$ cat src/hw/rtl/nlsp_pkg.sv
// nlsp_pkg: shared types and constants for the nested list string parser
// used by nested_list_string_parser and nlsp_checker; no dependencies

package nlsp_pkg;

    localparam int unsigned MAX_STRING_CHARS = 128;
    localparam int unsigned MAX_ENTRIES      = 1024;

    localparam int unsigned LEN_W  = 8;
    localparam int unsigned CNT_W  = 10;
    localparam int unsigned HASH_W = 64;

    localparam logic [HASH_W-1:0] HASH_SEED = 64'd5381;

    // result kinds
    typedef enum logic [2:0] {
        RK_CHAR  = 3'd0,
        RK_END   = 3'd1,
        RK_HASH  = 3'd2,
        RK_COUNT = 3'd3,
        RK_ERROR = 3'd4
    } rk_t;

    // error codes
    typedef enum logic [3:0] {
        ERR_TOO_DEEP     = 4'd0,
        ERR_EXTRA_CLOSE  = 4'd1,
        ERR_FEW_VALUES   = 4'd2,
        ERR_BAD_QUOTE    = 4'd3,
        ERR_BAD_COMMA    = 4'd4,
        ERR_BAD_CHAR     = 4'd5,
        ERR_BAD_ESCAPE   = 4'd6,
        ERR_TOO_LONG     = 4'd7,
        ERR_TOO_MANY     = 4'd8,
        ERR_NONE         = 4'd15
    } err_t;

    // value slots
    localparam logic [1:0] SLOT_KEY    = 2'd0;
    localparam logic [1:0] SLOT_NAME   = 2'd1;
    localparam logic [1:0] SLOT_IMAGE  = 2'd2;
    localparam logic [1:0] SLOT_BEYOND = 2'd3;

    // characters
    localparam logic [7:0] CH_LBRACK = 8'h5B;
    localparam logic [7:0] CH_RBRACK = 8'h5D;
    localparam logic [7:0] CH_QUOTE  = 8'h22;
    localparam logic [7:0] CH_COMMA  = 8'h2C;
    localparam logic [7:0] CH_SPACE  = 8'h20;
    localparam logic [7:0] CH_LF     = 8'h0A;
    localparam logic [7:0] CH_CR     = 8'h0D;
    localparam logic [7:0] CH_TAB    = 8'h09;
    localparam logic [7:0] CH_VT     = 8'h0B;
    localparam logic [7:0] CH_APOS   = 8'h27;
    localparam logic [7:0] CH_BSLASH = 8'h5C;
    localparam logic [7:0] CH_N      = 8'h6E;
    localparam logic [7:0] CH_R      = 8'h72;
    localparam logic [7:0] CH_T      = 8'h74;
    localparam logic [7:0] CH_V      = 8'h76;
    localparam logic [7:0] CH_NUL    = 8'h00;

endpackage

$ cat src/hw/rtl/nested_list_string_parser.sv
// nested_list_string_parser: byte-stream parser for a list of string arrays
// depends on nlsp_pkg
//
//   channel | handshake            | fields
//   --------+----------------------+-----------------------------------------------
//   request | req_valid, req_ready | kind, byte_req
//   result  | res_valid, res_ready | result_kind, entry_number, value_slot, payload,
//           |                      | error_code
//
// one byte per cycle while req_ready is high: parse state and the 64-bit shift-add
// hash step are updated in the accepting cycle, the result appears in the output
// register on the next cycle. req_ready is high while the output register is
// empty or being taken, so a stalled result holds the input only when it stays.
// rst_n clears all parse state and the hash to its seed; after an error or
// the end marker the parser drops every byte until reset.

module nested_list_string_parser
(
    input  logic        clk,
    input  logic        rst_n,

    input  logic        req_valid,
    output logic        req_ready,
    input  logic        kind,
    input  logic [7:0]  byte_req,

    output logic        res_valid,
    input  logic        res_ready,
    output logic [2:0]  result_kind,
    output logic [9:0]  entry_number,
    output logic [1:0]  value_slot,
    output logic [63:0] payload,
    output logic [3:0]  error_code
);

    logic [1:0]                     depth_reg, depth_next;
    logic                           in_str_reg, in_str_next;
    logic                           entry_open_reg, entry_open_next;
    logic [nlsp_pkg::CNT_W-1:0]     cnt_reg, cnt_next;
    logic [1:0]                     pos_reg, pos_next;
    logic                           done_reg, done_next;
    logic [nlsp_pkg::LEN_W-1:0]     len_reg, len_next;
    logic                           esc_reg, esc_next;
    logic [nlsp_pkg::HASH_W-1:0]    hash_reg, hash_next;
    logic                           halted_reg, halted_next;
    logic                           hstop_reg, hstop_next;
    logic                           res_valid_reg, res_valid_next;

    nlsp_pkg::rk_t                  rk_reg, rk_next;
    logic [nlsp_pkg::CNT_W-1:0]     num_reg;
    logic [1:0]                     slot_reg, slot_next;
    logic [nlsp_pkg::HASH_W-1:0]    pl_reg, pl_next;
    nlsp_pkg::err_t                 ec_reg, ec_next;

    logic                           accept;
    logic                           emit;
    logic                           fail;
    nlsp_pkg::err_t                 fail_code;
    logic                           add_en;
    logic [7:0]                     add_c;
    logic [7:0]                     esc_c;
    logic                           esc_ok;
    logic                           stop;

    assign req_ready = !res_valid_reg || res_ready;
    assign accept    = req_valid && req_ready;

    // escape decode
    always_comb
    begin
        esc_ok = 1'b1;
        unique case (byte_req)
            nlsp_pkg::CH_QUOTE:  esc_c = nlsp_pkg::CH_QUOTE;
            nlsp_pkg::CH_N:      esc_c = nlsp_pkg::CH_LF;
            nlsp_pkg::CH_R:      esc_c = nlsp_pkg::CH_CR;
            nlsp_pkg::CH_T:      esc_c = nlsp_pkg::CH_TAB;
            nlsp_pkg::CH_V:      esc_c = nlsp_pkg::CH_VT;
            nlsp_pkg::CH_APOS:   esc_c = nlsp_pkg::CH_APOS;
            nlsp_pkg::CH_BSLASH: esc_c = nlsp_pkg::CH_BSLASH;
            default:
            begin
                esc_c  = nlsp_pkg::CH_NUL;
                esc_ok = 1'b0;
            end
        endcase
    end

    always_comb
    begin
        depth_next      = depth_reg;
        in_str_next     = in_str_reg;
        entry_open_next = entry_open_reg;
        cnt_next        = cnt_reg;
        pos_next        = pos_reg;
        done_next       = done_reg;
        len_next        = len_reg;
        esc_next        = esc_reg;
        hash_next       = hash_reg;
        halted_next     = halted_reg;
        hstop_next      = hstop_reg;

        emit      = 1'b0;
        rk_next   = nlsp_pkg::RK_CHAR;
        slot_next = pos_reg;
        pl_next   = '0;
        ec_next   = nlsp_pkg::ERR_NONE;
        fail      = 1'b0;
        fail_code = nlsp_pkg::ERR_TOO_DEEP;
        add_en    = 1'b0;
        add_c     = byte_req;
        stop      = hstop_reg;

        if (accept && !halted_reg)
        begin
            if (kind)
            begin
                if (esc_reg)
                begin
                    fail      = 1'b1;
                    fail_code = nlsp_pkg::ERR_BAD_ESCAPE;
                end
                else
                begin
                    halted_next = 1'b1;
                    emit        = 1'b1;
                    rk_next     = nlsp_pkg::RK_COUNT;
                    slot_next   = nlsp_pkg::SLOT_KEY;
                    pl_next     = nlsp_pkg::HASH_W'(cnt_reg) + 64'd1;
                end
            end
            else if (esc_reg)
            begin
                esc_next = 1'b0;
                if (!esc_ok)
                begin
                    fail      = 1'b1;
                    fail_code = nlsp_pkg::ERR_BAD_ESCAPE;
                end
                else
                begin
                    add_en = 1'b1;
                    add_c  = esc_c;
                end
            end
            else
            begin
                unique case (byte_req)
                    nlsp_pkg::CH_LBRACK:
                    begin
                        if (depth_reg >= 2'd2)
                        begin
                            fail      = 1'b1;
                            fail_code = nlsp_pkg::ERR_TOO_DEEP;
                        end
                        else
                        begin
                            depth_next = depth_reg + 2'd1;
                            if (depth_reg == 2'd1)
                                entry_open_next = 1'b1;
                        end
                    end
                    nlsp_pkg::CH_RBRACK:
                    begin
                        if (depth_reg == 2'd0)
                        begin
                            fail      = 1'b1;
                            fail_code = nlsp_pkg::ERR_EXTRA_CLOSE;
                        end
                        else if (depth_reg == 2'd2 && pos_reg < nlsp_pkg::SLOT_IMAGE)
                        begin
                            fail      = 1'b1;
                            fail_code = nlsp_pkg::ERR_FEW_VALUES;
                        end
                        else
                        begin
                            depth_next = depth_reg - 2'd1;
                            if (depth_reg == 2'd2)
                                entry_open_next = 1'b0;
                            pos_next  = nlsp_pkg::SLOT_KEY;
                            done_next = 1'b0;
                        end
                    end
                    nlsp_pkg::CH_QUOTE:
                    begin
                        in_str_next = !in_str_reg;
                        if (!in_str_reg)
                        begin
                            if (done_reg)
                            begin
                                fail      = 1'b1;
                                fail_code = nlsp_pkg::ERR_BAD_QUOTE;
                            end
                        end
                        else
                        begin
                            hash_next  = nlsp_pkg::HASH_SEED;
                            hstop_next = 1'b0;
                            len_next   = '0;
                            done_next  = 1'b1;
                            if (pos_reg == nlsp_pkg::SLOT_KEY)
                            begin
                                emit    = 1'b1;
                                rk_next = nlsp_pkg::RK_HASH;
                                pl_next = hash_reg;
                            end
                            else if (pos_reg != nlsp_pkg::SLOT_BEYOND)
                            begin
                                emit    = 1'b1;
                                rk_next = nlsp_pkg::RK_END;
                            end
                        end
                    end
                    nlsp_pkg::CH_COMMA:
                    begin
                        if (entry_open_reg && !done_reg)
                        begin
                            fail      = 1'b1;
                            fail_code = nlsp_pkg::ERR_BAD_COMMA;
                        end
                        else if (depth_reg == 2'd1)
                        begin
                            if (32'(cnt_reg) + 32'd2 > 32'(nlsp_pkg::MAX_ENTRIES))
                            begin
                                fail      = 1'b1;
                                fail_code = nlsp_pkg::ERR_TOO_MANY;
                            end
                            else
                                cnt_next = cnt_reg + nlsp_pkg::CNT_W'(1);
                        end
                        else if (depth_reg == 2'd2)
                        begin
                            done_next = 1'b0;
                            if (pos_reg != nlsp_pkg::SLOT_BEYOND)
                                pos_next = pos_reg + 2'd1;
                        end
                    end
                    nlsp_pkg::CH_SPACE,
                    nlsp_pkg::CH_LF,
                    nlsp_pkg::CH_CR,
                    nlsp_pkg::CH_TAB:
                    begin
                        add_en = in_str_reg;
                    end
                    default:
                    begin
                        if (!in_str_reg)
                        begin
                            fail      = 1'b1;
                            fail_code = nlsp_pkg::ERR_BAD_CHAR;
                        end
                        else if (byte_req == nlsp_pkg::CH_BSLASH)
                            esc_next = 1'b1;
                        else
                            add_en = 1'b1;
                    end
                endcase
            end

            // one string character: length check, hash step, optional output
            if (add_en)
            begin
                if (32'(len_reg) >= nlsp_pkg::MAX_STRING_CHARS)
                begin
                    fail      = 1'b1;
                    fail_code = nlsp_pkg::ERR_TOO_LONG;
                end
                else
                begin
                    len_next   = len_reg + nlsp_pkg::LEN_W'(1);
                    stop       = hstop_reg || (add_c == nlsp_pkg::CH_NUL);
                    hstop_next = stop;
                    if (!stop)
                        hash_next = (hash_reg << 5) + hash_reg + nlsp_pkg::HASH_W'(add_c);
                    if (pos_reg == nlsp_pkg::SLOT_NAME || pos_reg == nlsp_pkg::SLOT_IMAGE)
                    begin
                        emit    = 1'b1;
                        rk_next = nlsp_pkg::RK_CHAR;
                        pl_next = nlsp_pkg::HASH_W'(add_c);
                    end
                end
            end

            if (fail)
            begin
                halted_next = 1'b1;
                emit        = 1'b1;
                rk_next     = nlsp_pkg::RK_ERROR;
                slot_next   = pos_reg;
                pl_next     = '0;
            end
        end

        if (fail)
            ec_next = fail_code;
        else
            ec_next = nlsp_pkg::ERR_TOO_DEEP;   // code 0 for non-error results

        if (accept)
            res_valid_next = emit;
        else if (res_ready)
            res_valid_next = 1'b0;
        else
            res_valid_next = res_valid_reg;
    end

    always_ff @(posedge clk or negedge rst_n)
    begin
        if (!rst_n)
        begin
            depth_reg      <= '0;
            in_str_reg     <= 1'b0;
            entry_open_reg <= 1'b0;
            cnt_reg        <= '0;
            pos_reg        <= '0;
            done_reg       <= 1'b0;
            len_reg        <= '0;
            esc_reg        <= 1'b0;
            hash_reg       <= nlsp_pkg::HASH_SEED;
            halted_reg     <= 1'b0;
            hstop_reg      <= 1'b0;
            res_valid_reg  <= 1'b0;
        end
        else
        begin
            depth_reg      <= depth_next;
            in_str_reg     <= in_str_next;
            entry_open_reg <= entry_open_next;
            cnt_reg        <= cnt_next;
            pos_reg        <= pos_next;
            done_reg       <= done_next;
            len_reg        <= len_next;
            esc_reg        <= esc_next;
            hash_reg       <= hash_next;
            halted_reg     <= halted_next;
            hstop_reg      <= hstop_next;
            res_valid_reg  <= res_valid_next;
        end
    end

    // result payload, loaded on a transfer that yields a result
    always_ff @(posedge clk)
    begin
        if (accept && emit)
        begin
            rk_reg   <= rk_next;
            num_reg  <= cnt_reg;
            slot_reg <= slot_next;
            pl_reg   <= pl_next;
            ec_reg   <= ec_next;
        end
    end

    assign res_valid    = res_valid_reg;
    assign result_kind  = rk_reg;
    assign entry_number = num_reg;
    assign value_slot   = slot_reg;
    assign payload      = pl_reg;
    assign error_code   = ec_reg;

endmodule

$ cat config.mk
export PLATFORM = sky130hd
export DESIGN_NAME = nested_list_string_parser
export DESIGN_NICKNAME = d
export VERILOG_FILES = /design/src/hw/rtl/nlsp_pkg.sv /design/src/hw/rtl/nested_list_string_parser.sv
export SDC_FILE = /design/constraint.sdc
export NUM_CORES = 1
export LEC_CHECK = 0
export ABC_AREA = 1
export BUFFER_PORTS_ARGS = -buffer_cell sky130_fd_sc_hd__clkbuf_2
export CAP_MARGIN = 10
export CORE_ASPECT_RATIO = 0.9
export CORE_MARGIN = 1
export CORE_UTILIZATION = 60
export DETAILED_ROUTE_END_ITERATION = 7
export HOLD_SLACK_MARGIN = 0.12
export PLACE_DENSITY = 0.86
export REMOVE_ABC_BUFFERS = 1
export SYNTH_ARGS = -nofsm -noshare
export SYNTH_HDL_FRONTEND = slang
export SYNTH_SLANG_ARGS = --single-unit
$ cat constraint.sdc
create_clock -name clk -period 3.96 [get_ports clk]
set_input_delay 0.198 -clock clk [delete_from_list [all_inputs] [get_ports clk]]
set_output_delay 0.198 -clock clk [all_outputs]
set_load 0.05 [all_outputs]
* After elaboration in Yosys (flattened, before gate mapping)
Index checks and enable logic that the tools add are counted.
Word-level totals: output and inout port bits 85, input port bits 13, bits in registers 176
Cells by class: muxes and demuxes 133, eq/ne operators 30, order comparisons 4, bitwise operators 5, reductions and logical operators 35, add/subtract/negate cells 9
Operator list (number):
- 64-bit 2-to-1 mux | 15
- 8-bit 2-to-1 mux | 10
- 64-bit adder | 1
- 64-bit by 8-bit adder with 64-bit output | 1
- 1-bit 2-to-1 mux | 62
- 8-bit by 7-bit == test with 1-bit output (second input constant) | 7
- 7-bit one-hot mux with 7 select lines | 1
- 2-bit 2-to-1 mux | 22
- 8-bit by 6-bit == test with 1-bit output (second input constant) | 4
- 4-bit 2-to-1 mux | 7
- 8-bit by 4-bit == test with 1-bit output (second input constant) | 3
- 3-bit 2-to-1 mux | 8
- 2-bit != test (second input constant) | 11
- 10-bit AND reduction | 2
- 4-bit one-hot mux with 4 select lines | 1
- 7-bit AND reduction | 2
- 10-bit by 1-bit adder with 11-bit output (second input constant) | 1
- 10-bit by 2-bit adder with 11-bit output (second input constant) | 1
- 11-bit greater-than comparator (second input constant) | 1
- 11-bit 2-to-1 mux | 1
- 10-bit by 1-bit adder with 10-bit output (second input constant) | 1
- 9-bit AND reduction | 1
- 8-bit by 1-bit adder with 8-bit output (second input constant) | 1
- 8-bit >= comparator (second input constant) | 1
- other kinds (27) | 51

* Depth between registers and ports, before layout
depth after elaboration 14, depth in mapped cells 30, depth with buffers taken out 30

* Worst setup path before layout
OpenSTA, ideal clock, no wires.
path kind reg-to-reg, start point register res_valid_reg, in the netlist res_valid, end point register num_reg (netlist bit entry_number[0]), enable pin, cell stages (with the launch flop) 10, buffers on the path 2, path slack -0.274 ns, arrival 3.798 ns, data required time 3.523 ns, path through dfrtp_1 > inv_1 > nor2_1 > inv_1 > nand3_1 > inv_1 > clkbuf_1 > buf_1 > nand2_1 > inv_1
Between the ends: cells in the longest elaborated chain, start to end 6
RTL lines:
- start: declaration | RTL line nested_list_string_parser.sv:47 | logic res_valid_reg, res_valid_next;
- start signal: assignment | RTL line nested_list_string_parser.sv:336 | res_valid_reg <= res_valid_next;
- 1-bit zero test (*) | RTL line nested_list_string_parser.sv:65 | assign req_ready = !res_valid_reg || res_ready;
- 1-bit logical OR (*) | RTL line nested_list_string_parser.sv:65
- net req_ready | RTL line nested_list_string_parser.sv:23 | output logic req_ready,
- 1-bit logical AND (*) | RTL line nested_list_string_parser.sv:66 | assign accept = req_valid && req_ready;
- 1-bit logical AND | RTL line nested_list_string_parser.sv:113 | if (accept && !halted_reg)
- 1-bit 2-to-1 mux | RTL line nested_list_string_parser.sv:113
- 1-bit logical AND (*) | RTL line nested_list_string_parser.sv:343 | if (accept && emit)
- end signal: assignment | RTL line nested_list_string_parser.sv:346 | num_reg <= cnt_reg;
- end: declaration | RTL line nested_list_string_parser.sv:50 | logic [nlsp_pkg::CNT_W-1:0] num_reg;
The timed path passes the listed nets; every way through them passes the cells marked *. A chain may end at the register's enable or synchronous reset.

* Worst setup path in the final report
start point register esc_reg, end point register hash_reg[28] (netlist name)
Between the ends: cells in the longest elaborated chain, start to end 8, elaborated cells on any way between the ends 14, classes of those cells add/sub: 1; mux: 11; reduce/logical: 2
RTL lines:
- start: declaration | RTL line nested_list_string_parser.sv:43 | logic esc_reg, esc_next;
- start signal: assignment | RTL line nested_list_string_parser.sv:332 | esc_reg <= esc_next;
- parallel branches: the longest is 7 deep, another holds 64-bit by 8-bit adder with 64-bit output
- 64-bit 2-to-1 mux (*) | RTL line nested_list_string_parser.sv:260 | if (add_en)
- end signal: assignment | RTL line nested_list_string_parser.sv:318 | hash_reg <= nlsp_pkg::HASH_SEED;
- end signal: assignment | RTL line nested_list_string_parser.sv:333 | hash_reg <= hash_next;
- end: declaration | RTL line nested_list_string_parser.sv:44 | logic [nlsp_pkg::HASH_W-1:0] hash_reg, hash_next;
Mark *: on every way between the ends. The select of a mux whose other input is x is not followed.

==> summary.txt <==
Placed design
  • Routability cong.: 1.056
  • IO buf count: 97
  • Post-DP HPWL: 39020 um

Synthesis
  • Top_reg_cell synth: dfrtp_1
  • Synth Cell Area: 14790 sq um
  • Number of synthesized register bits: 176
  • Synth Instances: 2148
  • Async SR Flop Fraction: 52.84%
  • Netlist cell types: 47
  • Seq/Total Area, Yosys: 32.63%
  • Post-Syn Area per Cell: 6.886 sq um
  • Yosys warning total: 0
  • Post-synth EDFFs: 83

Worst hold path
  • Min-delay src: byte_req[7]
  • HP Class: primary input to flip-flop
  • Hold path depth: 3
  • Min-Delay Endpoint: payload[7]$_SDFFCE_PP0P_

Timing
  • Max Fclk: between 200 and 300 MHz
  • # setup viols final: 0
  • Fin crit share: 93.98%
  • Actual slew at the worst max-slew pin: 1.002 ns
  • Clk_skew: 0.01548 ns
  • Final min period: 3.722 ns
  • Final hold slack: roughly 0.16 ns
  • Max_slew headroom: 33.23%
  • Final slew viol count: 0
  • Final hold violations: 0

Floorplan
  • Row count: 54
  • Die width: 167.5 um
  • I/O pins: 98
  • CORE AREA: 24190 sq um
  • DIE HEIGHT: 151.0 um
  • Initial Util: 61.15%
  • Die area: roughly 25000 sq um

Route
  • Starting DRC count in detailed routing: 1770
  • Post-route ant nets: 0
  • Vias per inst: ~5.9
  • Drt pass-1 iters: 7
  • DRC: 0
  • DR WL/cell: 19.54 um
  • WL final: 50490 um
  • Vias post-DR: 15220

Worst setup path
  • Crit path DAT: 4.01 ns
  • Worst Setup End Kind: flip-flop
  • Crit Path Class: flip-flop to flip-flop
  • CP max FO: 8
  • R2R Path Start: esc_reg$_DFFE_PN0P_
  • Worst EP required: 4.25 ns
  • Critical path launch point type: flip-flop
  • R2r setup slk: 0.24 ns
  • R2R Path End: hash_reg[28]$_DFFE_PN0P_
  • Worst Reg-to-Reg Cells: 22

GRT
  • Met1 usage: 52.46%
  • GR Layer Usage met3: 5.696%
  • GR Util met2: 65.21%
  • Antenna violations before repair: 0
  • First-pass GRT wire length: 77680 um
  • Top Usage Layer GRT: met2
  • Vias in the first global route: around 14000
  • Grt ovf: 0
  • GRT Total Usage: 40.11%
  • Largest net degree at the start of global routing: between 80 and 90

Pwr
  • LEAKAGE: 8.014 nW
  • Max VDD drop: about 240 uV
  • Power density over cell area: around 240 nW/um^2

Clocking
  • CTS tree: yes
  • Max clock buf depth: 2
  • CTS root buffer: clkbuf_16
  • Worst-skew pair later-pin latency: ~0.45 ns
  • CTS buffer count: 17
  • Clock slew at reported path FFs: 0.08 ns
  • CTS Sinks: 176
  • H-tree levels: 4

Finish
  • Number of diodes: 0
  • Layout area overhead: 11.46%
  • Sequential cell area: 4827 sq um
  • Filler cell count: 2131
  • Core Util, Final: 68.16%
  • Multi-input logic area: 8511 sq um
  • Layout cells sized above 1: just over 10%
  • Final net count: about 2400

Status
  • Status: completed

Job
  • Max-cap violations: 0
cells by family (layout without fill, tap and decap cells):
| group | after synthesis | in the layout | share of synthesized area, % |
|---|---|---|---|
| adders and majority gates | 137 | 137 | 11.79 |
| muxes | 1 | 1 | 0.06767 |
| DFF | 176 | 176 | 32.63 |
| buffers and inverters | 376 | 504 | 10.01 |
| and+or+nand+nor | 1111 | 1111 | 31.62 |
| AOI/OAI and AO/OA | 294 | 294 | 10.75 |
| xor gates and xnor gates | 53 | 53 | 3.138 |
stage by stage:
stage	setup TNS [ns]	setup slack (ns)	std cells	total power, mW	instance area, sq um
after CTS	0	0.08225	2584	3.879	16470
after floorplan	-226.11	-1.946	2096	2.035	14530
final	0	0.2384	2584	3.886	16490
after global routing	-0.03472	-0.03472	2584	3.971	16490
after detailed placement	0	0.007790	2550	2.121	15840
after global placement	0	0.09325	2550	2.119	15840
synth_stat cells (5+ instances only):
cell / number / area share, %
edfxtp_1: 83 / 17
dfrtp_1: 88 / 15
dfstp_2: 5 / 0.89
o21bai_1: 10 / 0.51
clkbuf_1: 24 / 0.61
xor2_1: 24 / 1.4
o22ai_1: 13 / 0.55
inv_1: 316 / 8.0
ha_1: 133 / 11
xnor2_1: 29 / 1.7
buf_6: 6 / 0.46
o21ai_0: 122 / 4.1
nor2_1: 214 / 5.4
nor2_2: 19 / 0.80
a21oi_1: 117 / 4.0
inv_2: 7 / 0.18
nor3_1: 22 / 0.74
buf_1: 7 / 0.18
nand4_1: 56 / 2.4
nand2_1: 618 / 16
buf_2: 14 / 0.47
a31oi_1: 9 / 0.38
nand3_1: 160 / 5.4
per-layer routing:
layer	up-vias	routed length, um
met5	-	0
met4	0	2385
met3	143	4513
met2	857	22840
met1	6998	20760
li1	7224	-
worst max-delay path by stage:
stage                          startpoint                   endpoint  slack, ns  depth (start not counted)
floorplan           res_valid$_DFFE_PN0P_  entry_number[0]$_DFFE_PP_      -1.95                          7
global placement              byte_req[4]   hash_reg[63]$_DFFE_PN0P_       0.09                         29
detailed placement            byte_req[4]   hash_reg[63]$_DFFE_PN0P_      0.008                         29
CTS                   esc_reg$_DFFE_PN0P_   hash_reg[63]$_DFFE_PN0P_       0.08                         26
global route          esc_reg$_DFFE_PN0P_   hash_reg[28]$_DFFE_PN0P_      -0.03                         22
finish                esc_reg$_DFFE_PN0P_   hash_reg[28]$_DFFE_PN0P_       0.24                         22
critical path, stage by stage (launching register included):
cell and delay, ns:
dfrtp_2 0.41, inv_1 0.10, nor2_4 0.15, o21ai_2 0.13
nand2_4 0.12, nand2_1 0.10, o22ai_1 0.15, inv_1 0.10
ha_1 0.20, ha_1 0.33, a21oi_1 0.27, nand2_2 0.14
nand2_1 0.08, nand3_1 0.15, nand2_1 0.11, nand2_1 0.07
nand2_1 0.11, nand2_1 0.16, buf_4 0.18, xnor2_1 0.17
nand4_1 0.13, nand3_1 0.11, o21ai_0 0.10
report_power, final:
group | switching [mW] | internal, mW | leakage, nW | total, mW
Clock | 0.876 | 0.920 | 0.294 | 1.80
Sequential | 0.0000000000000000103 | 1.90 | 1.71 | 1.90
Combinational | 0.125 | 0.0669 | 6.01 | 0.192
Total | 1.00 | 2.89 | 8.01 | 3.89
final cells by class:
| type | instances | share of cell area [%] |
|---|---|---|
| Multi-Input combinational cell | 1596 | 51.62 |
| Sequential cell | 176 | 29.28 |
| Tap cell | 308 | 2.337 |
| Clock inverter | 14 | 1.009 |
| Inverter | 324 | 7.399 |
| Timing Repair Buffer | 148 | 5.692 |
| Clock buffer | 18 | 2.664 |
cells in the final DEF, fill, tap and decap left out, types with 13 or more instances in the layout:
cell type  netlist  routed
dfrtp_1         88      87
xnor2_1         29      29
clkbuf_16        0      17
edfxtp_1        83      83
nor2_2          19      19
o21ai_0        122     122
nand3_1        160     157
xor2_1          24      24
nor2_1         214     213
o22ai_1         13      13
nor3_1          22      22
a21oi_1        117     117
nand2_1        618     617
clkbuf_2         0      96
ha_1           133     133
nand4_1         56      56
buf_4            1      45
inv_1          316     314
repair_timing:
| action | in CTS | in global routing |
|---|---|---|
| setup endpoints to repair | 0 | 33 |
| setup buffers | 0 | 0 |
| gates resized for setup | 0 | 6 |
| hold endpoints to repair | 63 | 0 |
| hold buffers | 2 | 0 |
Note: power is estimated with default switching activity, not from simulation.
